### config.mk
export PLATFORM = sky130hd
export DESIGN_NAME = audio_frame_cadence_locator
export DESIGN_NICKNAME = d
export VERILOG_FILES = /design/src/rtl/afcl_pkg.sv /design/src/rtl/afcl_regs.sv /design/src/rtl/afcl_serdiv.sv /design/src/rtl/audio_frame_cadence_locator.sv
export VERILOG_INCLUDE_DIRS = /design/src /design/src/rtl
export SDC_FILE = /design/constraint.sdc
export NUM_CORES = 2
export LEC_CHECK = 0
export BUFFER_PORTS_ARGS = -buffer_cell sky130_fd_sc_hd__buf_2
export CAP_MARGIN = 5
export CORE_MARGIN = 3
export CORE_UTILIZATION = 67
export CTS_CLUSTER_SIZE = 24
export DETAILED_ROUTE_END_ITERATION = 7
export MAX_ROUTING_LAYER = met4
export PLACE_DENSITY_LB_ADDON = 0.25
export SLEW_MARGIN = 20
export SYNTH_ARGS = -nofsm -noshare
export SYNTH_HDL_FRONTEND = slang
export SYNTH_SLANG_ARGS = --single-unit
### constraint.sdc
create_clock -name clk -period 14.1 [get_ports clk]
set_clock_uncertainty 0.15 [all_clocks]
set_input_delay 1.41 -clock clk [delete_from_list [all_inputs] [get_ports clk]]
set_output_delay 1.41 -clock clk [all_outputs]
set_load 0.01 [all_outputs]
### src/rtl/audio_frame_cadence_locator_assert.svh
// Assertion macros shared by the frame cadence locator modules
`ifndef AUDIO_FRAME_CADENCE_LOCATOR_ASSERT_SVH
`define AUDIO_FRAME_CADENCE_LOCATOR_ASSERT_SVH

// consequent checked in the same cycle
`define AFCL_ASSERT_SAME(label, ante, cons, msg) \
    label: assert property (@(posedge clk) disable iff (!rst_n) (ante) |-> (cons)) \
        else $error(msg);

// consequent checked in the cycle after the antecedent
`define AFCL_ASSERT_NEXT(label, ante, cons, msg) \
    label: assert property (@(posedge clk) disable iff (!rst_n) (ante) |=> (cons)) \
        else $error(msg);

`endif

### src/rtl/afcl_pkg.sv
// Shared types, widths and cadence tables of the frame cadence locator
package afcl_pkg;

    localparam int CADENCE_LEN_DEF = 5;
    localparam int OFFSET_BITS_DEF = 48;

    localparam int POS_W    = 40;
    localparam int SIZE_W   = 48;
    localparam int OFS_W    = 48;
    localparam int FBYTES_W = 19;
    localparam int SAMP_W   = 11;
    localparam int COUNT_W  = 40;
    localparam int CHAN_W   = 5;
    localparam int SBITS_W  = 6;
    localparam int BPS_W    = 8;
    localparam int CSAMP_W  = 13;
    localparam int CYCB_W   = 21;
    localparam int DVD_W    = 48;
    localparam int ACC_W    = 48;

    localparam int APB_AW   = 6;
    localparam int APB_DW   = 64;

    localparam int S_TDATA_W = POS_W + SIZE_W;
    localparam int M_TDATA_W = 120;

    localparam logic [SAMP_W-1:0] SAMPLES_25   = 11'd1920;
    localparam logic [SAMP_W-1:0] SAMPLES_LONG = 11'd1602;
    localparam logic [SAMP_W-1:0] SAMPLES_SHORT = 11'd1601;

    typedef struct packed {
        logic                mode;
        logic [CHAN_W-1:0]   channels;
        logic [SBITS_W-1:0]  sample_bits;
        logic [SIZE_W-1:0]   start;
        logic [SIZE_W-1:0]   limit;
    } cfg_t;

    typedef struct packed {
        logic busy;
        logic done;
    } div_status_t;

    function automatic logic [SAMP_W-1:0] ntsc_samples(input int unsigned slot);
        logic [SAMP_W-1:0] s;
        case (slot) inside
            32'd1, 32'd3: s = SAMPLES_SHORT;
            default:      s = SAMPLES_LONG;
        endcase
        return s;
    endfunction

    function automatic int unsigned ntsc_prefix(input int unsigned slot);
        int unsigned s;
        s = 0;
        for (int i = 0; i < 5; i++)
        begin
            if (i < slot)
            begin
                s = s + 32'(ntsc_samples(i));
            end
        end
        return s;
    endfunction

    function automatic int unsigned ntsc_cadence_sum(input int unsigned len);
        int unsigned s;
        s = 0;
        for (int i = 0; i < 5; i++)
        begin
            if (i < len)
            begin
                s = s + 32'(ntsc_samples(i));
            end
        end
        return s;
    endfunction

endpackage

### src/rtl/afcl_regs.sv
// Configuration register file with APB-style access
module afcl_regs
    import afcl_pkg::*;
(
    input  logic              clk,
    input  logic              rst_n,
    input  logic              psel,
    input  logic              penable,
    input  logic              pwrite,
    input  logic [APB_AW-1:0] paddr,
    input  logic [APB_DW-1:0] pwdata,
    output logic [APB_DW-1:0] prdata,
    output logic              pready,
    output cfg_t              cfg
);

    localparam int IDX_W = APB_AW - 3;

    localparam logic [IDX_W-1:0] REG_MODE     = 3'd0;
    localparam logic [IDX_W-1:0] REG_CHANNELS = 3'd1;
    localparam logic [IDX_W-1:0] REG_SBITS    = 3'd2;
    localparam logic [IDX_W-1:0] REG_START    = 3'd3;
    localparam logic [IDX_W-1:0] REG_LIMIT    = 3'd4;

    localparam logic [CHAN_W-1:0]  RST_CHANNELS = 5'd2;
    localparam logic [SBITS_W-1:0] RST_SBITS    = 6'd24;

    cfg_t             cfg_reg;
    logic [IDX_W-1:0] idx;
    logic             wr_en;

    assign pready = 1'b1;
    assign idx    = paddr[APB_AW-1:3];
    assign wr_en  = psel & penable & pwrite & pready;
    assign cfg    = cfg_reg;

    always_ff @(posedge clk or negedge rst_n)
    begin
        if (!rst_n)
        begin
            cfg_reg.mode        <= 1'b0;
            cfg_reg.channels    <= RST_CHANNELS;
            cfg_reg.sample_bits <= RST_SBITS;
            cfg_reg.start       <= '0;
            cfg_reg.limit       <= '0;
        end
        else if (wr_en)
        begin
            unique case (idx)
                REG_MODE:     cfg_reg.mode        <= pwdata[0];
                REG_CHANNELS: cfg_reg.channels    <= pwdata[CHAN_W-1:0];
                REG_SBITS:    cfg_reg.sample_bits <= pwdata[SBITS_W-1:0];
                REG_START:    cfg_reg.start       <= pwdata[SIZE_W-1:0];
                REG_LIMIT:    cfg_reg.limit       <= pwdata[SIZE_W-1:0];
                default:      ;
            endcase
        end
    end

    always_comb
    begin
        unique case (idx)
            REG_MODE:     prdata = APB_DW'(cfg_reg.mode);
            REG_CHANNELS: prdata = APB_DW'(cfg_reg.channels);
            REG_SBITS:    prdata = APB_DW'(cfg_reg.sample_bits);
            REG_START:    prdata = APB_DW'(cfg_reg.start);
            REG_LIMIT:    prdata = APB_DW'(cfg_reg.limit);
            default:      prdata = '0;
        endcase
    end

endmodule

### src/rtl/afcl_serdiv.sv
// Bit-serial restoring divider with a shift-and-add quotient accumulator
`include "audio_frame_cadence_locator_assert.svh"

module afcl_serdiv
    import afcl_pkg::*;
(
    input  logic              clk,
    input  logic              rst_n,
    input  logic              start,
    input  logic [DVD_W-1:0]  dividend,
    input  logic [CYCB_W-1:0] divisor,
    input  logic [ACC_W-1:0]  addend,
    output div_status_t       status,
    output logic [ACC_W-1:0]  acc,
    output logic [CYCB_W-1:0] remainder
);

    localparam int              CNT_W    = $clog2(DVD_W);
    localparam logic [CNT_W-1:0] CNT_LAST = CNT_W'(DVD_W - 1);

    logic              busy_reg, busy_next;
    logic              done_reg, done_next;
    logic [CNT_W-1:0]  cnt_reg, cnt_next;
    logic [DVD_W-1:0]  dvd_reg, dvd_next;
    logic [CYCB_W-1:0] dvs_reg, dvs_next;
    logic [ACC_W-1:0]  add_reg, add_next;
    logic [CYCB_W-1:0] rem_reg, rem_next;
    logic [ACC_W-1:0]  acc_reg, acc_next;

    logic [CYCB_W:0]   rem_shift;
    logic [CYCB_W:0]   rem_diff;
    logic              take;

    assign rem_shift = {rem_reg, dvd_reg[DVD_W-1]};
    assign rem_diff  = rem_shift - {1'b0, dvs_reg};
    assign take      = rem_shift >= {1'b0, dvs_reg};

    always_comb
    begin
        busy_next = busy_reg;
        done_next = 1'b0;
        cnt_next  = cnt_reg;
        dvd_next  = dvd_reg;
        dvs_next  = dvs_reg;
        add_next  = add_reg;
        rem_next  = rem_reg;
        acc_next  = acc_reg;
        if (start)
        begin
            busy_next = 1'b1;
            cnt_next  = '0;
            dvd_next  = dividend;
            dvs_next  = divisor;
            add_next  = addend;
            rem_next  = '0;
            acc_next  = '0;
        end
        else if (busy_reg)
        begin
            dvd_next = {dvd_reg[DVD_W-2:0], 1'b0};
            rem_next = take ? rem_diff[CYCB_W-1:0] : rem_shift[CYCB_W-1:0];
            acc_next = {acc_reg[ACC_W-2:0], 1'b0} + (take ? add_reg : '0);
            cnt_next = cnt_reg + 1'b1;
            if (cnt_reg == CNT_LAST)
            begin
                busy_next = 1'b0;
                done_next = 1'b1;
            end
        end
    end

    always_ff @(posedge clk or negedge rst_n)
    begin
        if (!rst_n)
        begin
            busy_reg <= 1'b0;
            done_reg <= 1'b0;
            cnt_reg  <= '0;
        end
        else
        begin
            busy_reg <= busy_next;
            done_reg <= done_next;
            cnt_reg  <= cnt_next;
        end
    end

    always_ff @(posedge clk)
    begin
        dvd_reg <= dvd_next;
        dvs_reg <= dvs_next;
        add_reg <= add_next;
        rem_reg <= rem_next;
        acc_reg <= acc_next;
    end

    assign status.busy = busy_reg;
    assign status.done = done_reg;
    assign acc         = acc_reg;
    assign remainder   = rem_reg;

    `AFCL_ASSERT_NEXT(a_start_busy, start, busy_reg, "divider not busy after start")
    `AFCL_ASSERT_SAME(a_done_after_busy, done_reg, $past(busy_reg), "done without a busy run")
    `AFCL_ASSERT_NEXT(a_last_done, busy_reg && !start && cnt_reg == CNT_LAST,
        done_reg && !busy_reg, "divider missed its final step")

endmodule

### src/rtl/audio_frame_cadence_locator.sv
// Top level of the audio frame cadence locator: control sequencer and output register
//
//  channel   dir   handshake                  contents
//  s_*       in    s_tvalid / s_tready        item: kind, frame position, file size
//  m_*       out   m_tvalid / m_tready        item: ok, offset, bytes, samples, count
//  apb       in    psel & penable & pwrite    configuration registers, 8-byte stride
//
//  Each item passes LEN, CYC and LOAD, then the 48-step bit-serial divider, then PRE
//  and ADD for a locate or TAIL for a measure, then OUT; a locate at or past the
//  duration goes from LOAD straight to OUT. One item is worked on at a time, and
//  the next is accepted while a finished result waits in the output register. Reset
//  clears the duration and all control state; an output stall holds the FSM in OUT.
`include "audio_frame_cadence_locator_assert.svh"

module audio_frame_cadence_locator
    import afcl_pkg::*;
#(
    parameter int CADENCE_LEN = CADENCE_LEN_DEF,
    parameter int OFFSET_BITS = OFFSET_BITS_DEF
)(
    input  logic                 clk,
    input  logic                 rst_n,
    input  logic                 psel,
    input  logic                 penable,
    input  logic                 pwrite,
    input  logic [APB_AW-1:0]    paddr,
    input  logic [APB_DW-1:0]    pwdata,
    output logic [APB_DW-1:0]    prdata,
    output logic                 pready,
    input  logic                 s_tvalid,
    output logic                 s_tready,
    input  logic [S_TDATA_W-1:0] s_tdata,   // frame_position[39:0], file_size[87:40]
    input  logic                 s_tuser,   // kind
    output logic                 m_tvalid,
    input  logic                 m_tready,
    output logic [M_TDATA_W-1:0] m_tdata,   // byte_offset[47:0], frame_bytes[66:48],
                                            // samples_in_frame[77:67], frame_count[117:78]
    output logic                 m_tuser    // ok
);

    localparam int OFF_W       = (OFFSET_BITS < OFS_W) ? OFFSET_BITS : OFS_W;
    localparam int CAD_W       = $clog2(CADENCE_LEN + 1);
    localparam int CYC_SAMPLES = ntsc_cadence_sum(CADENCE_LEN);
    localparam int M_PAD_W     = M_TDATA_W - (OFS_W + FBYTES_W + SAMP_W + COUNT_W);

    localparam logic [3:0] ST_IDLE = 4'd0;
    localparam logic [3:0] ST_LEN  = 4'd1;
    localparam logic [3:0] ST_CYC  = 4'd2;
    localparam logic [3:0] ST_LOAD = 4'd3;
    localparam logic [3:0] ST_DIV  = 4'd4;
    localparam logic [3:0] ST_TAIL = 4'd5;
    localparam logic [3:0] ST_PRE  = 4'd6;
    localparam logic [3:0] ST_ADD  = 4'd7;
    localparam logic [3:0] ST_OUT  = 4'd8;

    cfg_t        cfg;
    div_status_t div_status;

    logic [3:0]          state_reg, state_next;
    logic                kind_reg, kind_next;
    logic [POS_W-1:0]    pos_reg, pos_next;
    logic [SIZE_W-1:0]   len_reg, len_next;
    logic                ok_reg, ok_next;
    logic [BPS_W-1:0]    bps_reg, bps_next;
    logic [CYCB_W-1:0]   cycb_reg, cycb_next;
    logic [CYCB_W-1:0]   rem_reg, rem_next;
    logic [COUNT_W-1:0]  dacc_reg, dacc_next;
    logic [COUNT_W-1:0]  dur_reg, dur_next;
    logic [CAD_W-1:0]    slot_reg, slot_next;
    logic [CYCB_W-1:0]   pre_reg, pre_next;
    logic [FBYTES_W-1:0] fbytes_reg, fbytes_next;
    logic [OFF_W-1:0]    off_reg, off_next;

    logic                m_tvalid_reg, m_tvalid_next;
    logic                m_ok_reg, m_ok_next;
    logic [OFS_W-1:0]    m_off_reg, m_off_next;
    logic [FBYTES_W-1:0] m_fbytes_reg, m_fbytes_next;
    logic [SAMP_W-1:0]   m_samp_reg, m_samp_next;
    logic [COUNT_W-1:0]  m_count_reg, m_count_next;

    logic                    div_start;
    logic [DVD_W-1:0]        div_dividend;
    logic [CYCB_W-1:0]       div_divisor;
    logic [ACC_W-1:0]        div_addend;
    logic [ACC_W-1:0]        div_acc;
    logic [CYCB_W-1:0]       div_rem;

    logic [CAD_W-1:0]        n_val;
    logic [CSAMP_W-1:0]      csamp;
    logic [SBITS_W:0]        sb_round;
    logic [CHAN_W+3:0]       bps_full;
    logic [SAMP_W-1:0]       slot_samples;
    logic [CYCB_W-1:0]       slot_bytes;
    logic [CSAMP_W-1:0]      pre_samples;
    logic                    out_load;
    logic                    loc_ok;

    afcl_regs u_regs (
        .clk     (clk),
        .rst_n   (rst_n),
        .psel    (psel),
        .penable (penable),
        .pwrite  (pwrite),
        .paddr   (paddr),
        .pwdata  (pwdata),
        .prdata  (prdata),
        .pready  (pready),
        .cfg     (cfg)
    );

    afcl_serdiv u_div (
        .clk       (clk),
        .rst_n     (rst_n),
        .start     (div_start),
        .dividend  (div_dividend),
        .divisor   (div_divisor),
        .addend    (div_addend),
        .status    (div_status),
        .acc       (div_acc),
        .remainder (div_rem)
    );

    assign n_val        = cfg.mode ? CAD_W'(CADENCE_LEN) : CAD_W'(1);
    assign csamp        = cfg.mode ? CSAMP_W'(CYC_SAMPLES) : CSAMP_W'(SAMPLES_25);
    assign sb_round     = {1'b0, cfg.sample_bits} + 7'd7;
    assign bps_full     = cfg.channels * sb_round[SBITS_W:3];
    assign slot_samples = cfg.mode ? ntsc_samples(32'(slot_reg)) : SAMPLES_25;
    assign slot_bytes   = slot_samples * bps_reg;
    assign pre_samples  = CSAMP_W'(ntsc_prefix(32'(slot_reg)));
    assign loc_ok       = !kind_reg && ok_reg;

    assign div_dividend = kind_reg ? len_reg : DVD_W'(pos_reg);
    assign div_divisor  = kind_reg ? cycb_reg : CYCB_W'(n_val);
    assign div_addend   = kind_reg ? ACC_W'(n_val) : ACC_W'(cycb_reg);

    assign s_tready = (state_reg == ST_IDLE);

    always_comb
    begin
        state_next  = state_reg;
        kind_next   = kind_reg;
        pos_next    = pos_reg;
        len_next    = len_reg;
        ok_next     = ok_reg;
        bps_next    = bps_reg;
        cycb_next   = cycb_reg;
        rem_next    = rem_reg;
        dacc_next   = dacc_reg;
        dur_next    = dur_reg;
        slot_next   = slot_reg;
        pre_next    = pre_reg;
        fbytes_next = fbytes_reg;
        off_next    = off_reg;
        div_start   = 1'b0;
        out_load    = 1'b0;
        unique case (state_reg)
            ST_IDLE:
            begin
                if (s_tvalid)
                begin
                    kind_next  = s_tuser;
                    pos_next   = s_tdata[POS_W-1:0];
                    len_next   = s_tdata[S_TDATA_W-1:POS_W];
                    state_next = ST_LEN;
                end
            end
            ST_LEN:
            begin
                bps_next   = bps_full[BPS_W-1:0];
                len_next   = (len_reg > cfg.start) ? len_reg - cfg.start : '0;
                ok_next    = pos_reg < dur_reg;
                state_next = ST_CYC;
            end
            ST_CYC:
            begin
                cycb_next  = csamp * bps_reg;
                if (cfg.limit != '0 && len_reg > cfg.limit)
                begin
                    len_next = cfg.limit;
                end
                state_next = ST_LOAD;
            end
            ST_LOAD:
            begin
                if (!kind_reg && !ok_reg)
                begin
                    state_next = ST_OUT;
                end
                else
                begin
                    div_start  = 1'b1;
                    state_next = ST_DIV;
                end
            end
            ST_DIV:
            begin
                if (div_status.done)
                begin
                    if (kind_reg)
                    begin
                        rem_next   = div_rem;
                        dacc_next  = div_acc[COUNT_W-1:0];
                        slot_next  = '0;
                        state_next = ST_TAIL;
                    end
                    else
                    begin
                        slot_next  = div_rem[CAD_W-1:0];
                        off_next   = div_acc[OFF_W-1:0] + cfg.start[OFF_W-1:0];
                        state_next = ST_PRE;
                    end
                end
            end
            ST_TAIL:
            begin
                if (slot_reg < n_val && rem_reg >= slot_bytes)
                begin
                    rem_next  = rem_reg - slot_bytes;
                    dacc_next = dacc_reg + 1'b1;
                    slot_next = slot_reg + 1'b1;
                end
                else
                begin
                    dur_next   = (cycb_reg == '0) ? '0 : dacc_reg;
                    state_next = ST_OUT;
                end
            end
            ST_PRE:
            begin
                pre_next    = pre_samples * bps_reg;
                fbytes_next = slot_bytes[FBYTES_W-1:0];
                state_next  = ST_ADD;
            end
            ST_ADD:
            begin
                off_next   = off_reg + OFF_W'(pre_reg);
                state_next = ST_OUT;
            end
            ST_OUT:
            begin
                if (!m_tvalid_reg || m_tready)
                begin
                    out_load   = 1'b1;
                    state_next = ST_IDLE;
                end
            end
            default:
            begin
                state_next = ST_IDLE;
            end
        endcase
    end

    always_comb
    begin
        m_tvalid_next = m_tvalid_reg;
        m_ok_next     = m_ok_reg;
        m_off_next    = m_off_reg;
        m_fbytes_next = m_fbytes_reg;
        m_samp_next   = m_samp_reg;
        m_count_next  = m_count_reg;
        if (out_load)
        begin
            m_tvalid_next = 1'b1;
            m_ok_next     = kind_reg | ok_reg;
            m_off_next    = loc_ok ? OFS_W'(off_reg) : '0;
            m_fbytes_next = loc_ok ? fbytes_reg : '0;
            m_samp_next   = (loc_ok && bps_reg != '0) ? slot_samples : '0;
            m_count_next  = dur_reg;
        end
        else if (m_tready)
        begin
            m_tvalid_next = 1'b0;
        end
    end

    always_ff @(posedge clk or negedge rst_n)
    begin
        if (!rst_n)
        begin
            state_reg    <= ST_IDLE;
            dur_reg      <= '0;
            m_tvalid_reg <= 1'b0;
        end
        else
        begin
            state_reg    <= state_next;
            dur_reg      <= dur_next;
            m_tvalid_reg <= m_tvalid_next;
        end
    end

    always_ff @(posedge clk)
    begin
        kind_reg     <= kind_next;
        pos_reg      <= pos_next;
        len_reg      <= len_next;
        ok_reg       <= ok_next;
        bps_reg      <= bps_next;
        cycb_reg     <= cycb_next;
        rem_reg      <= rem_next;
        dacc_reg     <= dacc_next;
        slot_reg     <= slot_next;
        pre_reg      <= pre_next;
        fbytes_reg   <= fbytes_next;
        off_reg      <= off_next;
        m_ok_reg     <= m_ok_next;
        m_off_reg    <= m_off_next;
        m_fbytes_reg <= m_fbytes_next;
        m_samp_reg   <= m_samp_next;
        m_count_reg  <= m_count_next;
    end

    assign m_tvalid = m_tvalid_reg;
    assign m_tuser  = m_ok_reg;
    assign m_tdata  = {{M_PAD_W{1'b0}}, m_count_reg, m_samp_reg, m_fbytes_reg, m_off_reg};

    `AFCL_ASSERT_NEXT(a_one_item, s_tvalid && s_tready, !s_tready,
        "second item accepted while one is at work")
    `AFCL_ASSERT_SAME(a_fail_zero, m_tvalid_reg && !m_ok_reg,
        m_off_reg == '0 && m_fbytes_reg == '0 && m_samp_reg == '0,
        "failed locate carries a non-zero position")
    `AFCL_ASSERT_SAME(a_bytes_samples, m_tvalid_reg,
        (m_fbytes_reg == '0) == (m_samp_reg == '0), "frame bytes and samples disagree")
    `AFCL_ASSERT_NEXT(a_dur_out, out_load && kind_reg, m_count_reg == dur_reg,
        "measure result does not match the stored duration")

endmodule
==> flow_summary_export.csv <==
group,metric,value,unit
status,run_status,"completed",
finish,drive_above_1_share,0.104,
clocking,cts_num_sinks,699,
yosys,share_of_synthesized_area_occupied_by_flip_flops_and_latches,0.415,
timing,finalHoldWorstSlack,0.299,ns
yosys,synth_area_leader_cell,"sky130_fd_sc_hd__edfxtp_1",
clocking,cts_post_setup_buffers_inserted,0,
finish,syn_to_final_growth,10.3,%
yosys,synth-async-reset-ratio,0.230,
route,avgViaCountPerCell,6.30,
clocking,clkSlewWorstSetupHoldPaths,0.06,ns
yosys,synth.most_common_cell,"sky130_fd_sc_hd__edfxtp_1",
flow_run,cap_violations,0,
floorplanning,die_height,271,um
finish,seqCellArea,19500,um^2
yosys,synth-main-ff-cell,"sky130_fd_sc_hd__edfxtp_1",
yosys,ys_warns,0,
global_routing,maximum_number_of_pins_on_one_net_before_global_route_repair,96,
timing,final_min_period_over_clock_period,0.636,
timing,finalMaxSlewViolations,0,
route,met2WireLength,59700,um
setup_path,worst_setup_path_start_kind,"flip-flop",
finish,area_of_combinational_cells_with_multiple_inputs,25200,um^2
timing,slew_headroom,0.330,
placement,port-buffer-count,311,
route,drt_wl_total,138000,um
clocking,cts_resized,0,
setup_path,end_kind,"flip-flop",
placement,dpl.hpwl,105000,um
power,cellPowerDensity,295,nW/um^2
timing,fmax,111,MHz
yosys,synth-edff-count,469,
global_routing,gr-total-overflow,0,
setup_path,crit_path_max_incr_delay,0.66,ns
clocking,cts_max_path_buffers,3,
route,post_detailed_route_count_of_antenna_violating_nets,0,
clocking,clock_insertion_delay_worst_skew,0.64,ns
global_routing,antenna_violations_before_repair,8,
route,drt_iter0_drc,4889,
clocking,htreeDepth,3,
timing,setup_viol,0,
setup_path,cp_max_delay_cell,"sky130_fd_sc_hd__edfxtp_1",
route,route.met3.wl,17000,um
placement,gpl.final_weighted_congestion,1.00,
finish,design.final.nets,5755,
global_routing,via_count_of_the_first_global_routing_pass,36400,
finish,fillerInstances,4803,
clocking,cts_tree,"built",
route,via_count,38100,
route,uppermost_layer_routed,"met4",
worst_hold_path,hold_path_class,"reg -> reg",
clocking,cts_buffers,75,
timing,finalSetupTns,0,ns
yosys,synth_cell_type_count,83,
power,p_leak,23.6,nW
yosys,cell_area_after_technology_mapping,47000,um^2
floorplanning,design.portCount,354,
yosys,portion_of_synthesized_cell_area_occupied_by_the_leading_cell_type,0.299,
route,wl_per_cell,22.8,um
timing,final-hold-violation-count,0,
setup_path,timing.critical_path.arrival,9.06,ns
floorplanning,initial_util,0.681,
setup_path,worstPathRequired,14.19,ns
yosys,syn_inst,4806,
timing,worst_pin_slew,1.01,ns
clocking,cts_hold_buffers,0,
yosys,synthTopCellsByArea,"sky130_fd_sc_hd__edfxtp_1 (30%), sky130_fd_sc_hd__ha_1 (11%), sky130_fd_sc_hd__dfrtp_1 (8.4%), sky130_fd_sc_hd__fa_1 (4.9%), sky130_fd_sc_hd__o21ai_0 (4.1%)",
route,wl_met1,56500,um
floorplanning,dieArea,73400,um^2
yosys,synth_top_cells_by_count,"sky130_fd_sc_hd__edfxtp_1 (469), sky130_fd_sc_hd__inv_1 (440), sky130_fd_sc_hd__nand2_1 (432)",
timing,grt_setup_unrepaired,"no",
power,vdd.ir_drop.worst,0.000304,V
yosys,syn_avg_cell_area,9.79,um^2
finish,flip_flop_count_of_the_largest_register_all_copies_and_words_added,108,
route,drtPass1Iterations,6,
floorplanning,die_width,271,um
global_routing,grt_usage,0.384,
setup_path,critical_path_class,"reg -> reg",
global_routing,first_pass_grt_wire_length,211000,um
setup_path,critPathMaxFanout,61,
yosys,ys_seq_elements,699,
floorplanning,rows,96,
timing,min_period,8.97,ns
clocking,cts.root.buffer_cell,"sky130_fd_sc_hd__clkbuf_16",
route,post-route-drc-count,0,
floorplanning,coreArea,69100,um^2
[path summary, 6_finish.rpt]
kind	end	from	cells after the start	slack [ns]
setup / recovery	dacc_reg[35]$_DFFE_PP_	slot_reg[2]$_DFFE_PP_	27	5.13
hold / removal	m_count_reg[2]$_DFFE_PP_	dur_reg[2]$_DFFE_PN0P_	0	0.30
setup reg to reg	dacc_reg[35]$_DFFE_PP_	slot_reg[2]$_DFFE_PP_	27	5.13
hold reg to reg	m_count_reg[2]$_DFFE_PP_	dur_reg[2]$_DFFE_PN0P_	0	0.30
max in group asynchronous	u_div.busy_reg$_DFF_PN0_	rst_n	2	11.50
min in group asynchronous	u_regs.cfg[34]$_DFFE_PN0P_	rst_n	1	0.70
[layout make-up]
class | instances | share of cell area
repair buffers | 351 | 0.0359
clock inverters | 35 | 0.00853
inverters | 444 | 0.0322
multi-input cells | 3483 | 0.485
flip-flops and latches | 699 | 0.376
well taps | 931 | 0.0224
diodes | 4 | 0.000193
clock buffers | 105 | 0.0401
[cells in the final DEF (no fill, tap or decap), types with 17 or more instances in the layout]
master,netlist,final
sky130_fd_sc_hd__a211oi_1,21,21
sky130_fd_sc_hd__a21o_1,137,137
sky130_fd_sc_hd__a21oi_1,299,298
sky130_fd_sc_hd__a22oi_1,53,53
sky130_fd_sc_hd__a31oi_1,17,17
sky130_fd_sc_hd__and2_1,138,137
sky130_fd_sc_hd__and3_1,41,41
sky130_fd_sc_hd__and4_1,19,19
sky130_fd_sc_hd__buf_2,2,310
sky130_fd_sc_hd__buf_4,33,40
sky130_fd_sc_hd__clkbuf_1,164,22
sky130_fd_sc_hd__clkbuf_16,0,76
sky130_fd_sc_hd__conb_1,2,35
sky130_fd_sc_hd__dfrtp_1,158,157
sky130_fd_sc_hd__dfxtp_1,69,69
sky130_fd_sc_hd__edfxtp_1,469,469
sky130_fd_sc_hd__fa_1,116,116
sky130_fd_sc_hd__ha_1,419,419
sky130_fd_sc_hd__inv_1,440,439
sky130_fd_sc_hd__mux2_2,17,17
sky130_fd_sc_hd__mux2i_1,103,103
sky130_fd_sc_hd__nand2_1,432,432
sky130_fd_sc_hd__nand2b_1,50,49
sky130_fd_sc_hd__nand3_1,79,78
sky130_fd_sc_hd__nand4_1,66,66
sky130_fd_sc_hd__nor2_1,315,310
sky130_fd_sc_hd__nor2b_1,86,84
sky130_fd_sc_hd__nor3_1,38,37
sky130_fd_sc_hd__nor4_1,28,28
sky130_fd_sc_hd__o21a_1,27,27
sky130_fd_sc_hd__o21ai_0,385,385
sky130_fd_sc_hd__o21bai_1,27,27
sky130_fd_sc_hd__o22ai_1,53,53
sky130_fd_sc_hd__xnor2_1,158,158
sky130_fd_sc_hd__xor2_1,141,141
[critical path, delay by kind of cell (launching register included)]
family                   cells  cell delay [ns]
AO/OA/AOI/OAI                9             2.69
adder cells (fa/ha/maj)      7             2.87
XOR/XNOR                     1             0.23
buffers and inverters        5             0.91
flip-flops                   1             0.66
AND/OR/NAND/NOR              5             1.03
[per-stage QoR]
stage               utilization  cell area (um^2)  cells  setup slack (ns)  total power (W)
global route              0.751             51900   6050              4.75           0.0165
finish                    0.751             51900   6052              5.13           0.0153
floorplan                     -             47200   4839              6.16           0.0106
detailed placement        0.715             49400   5908              5.40           0.0130
CTS                       0.751             51900   6048              5.38           0.0151
global placement          0.715             49400   5908              5.54           0.0127
[metal layers]
metal  track usage  vias to the layer above
met1         0.541                    18300
li1              -                    17400
met4         0.128                        0
met2         0.550                     2136
met5             -                        -
met3        0.0891                      263
[power breakdown]
part	switching [W]	total, W	internal, W
clock network	0.000871	0.00205	0.00117
logic	0.00550	0.00934	0.00384
registers	0.000637	0.00392	0.00328
total	0.00701	0.0153	0.00830
[kinds of logic after synthesis]
kind of cell / count (synthesis) / share of synthesized area
simple gates: 1327 / 0.135
compound gates: 1165 / 0.152
flops: 699 / 0.415
buf+inv: 657 / 0.0556
fa+ha+maj: 537 / 0.161
xor+xnor: 299 / 0.0557
mux: 120 / 0.0260
other cells: 2 / 0.000160
Power figures use the tool's default switching activity.
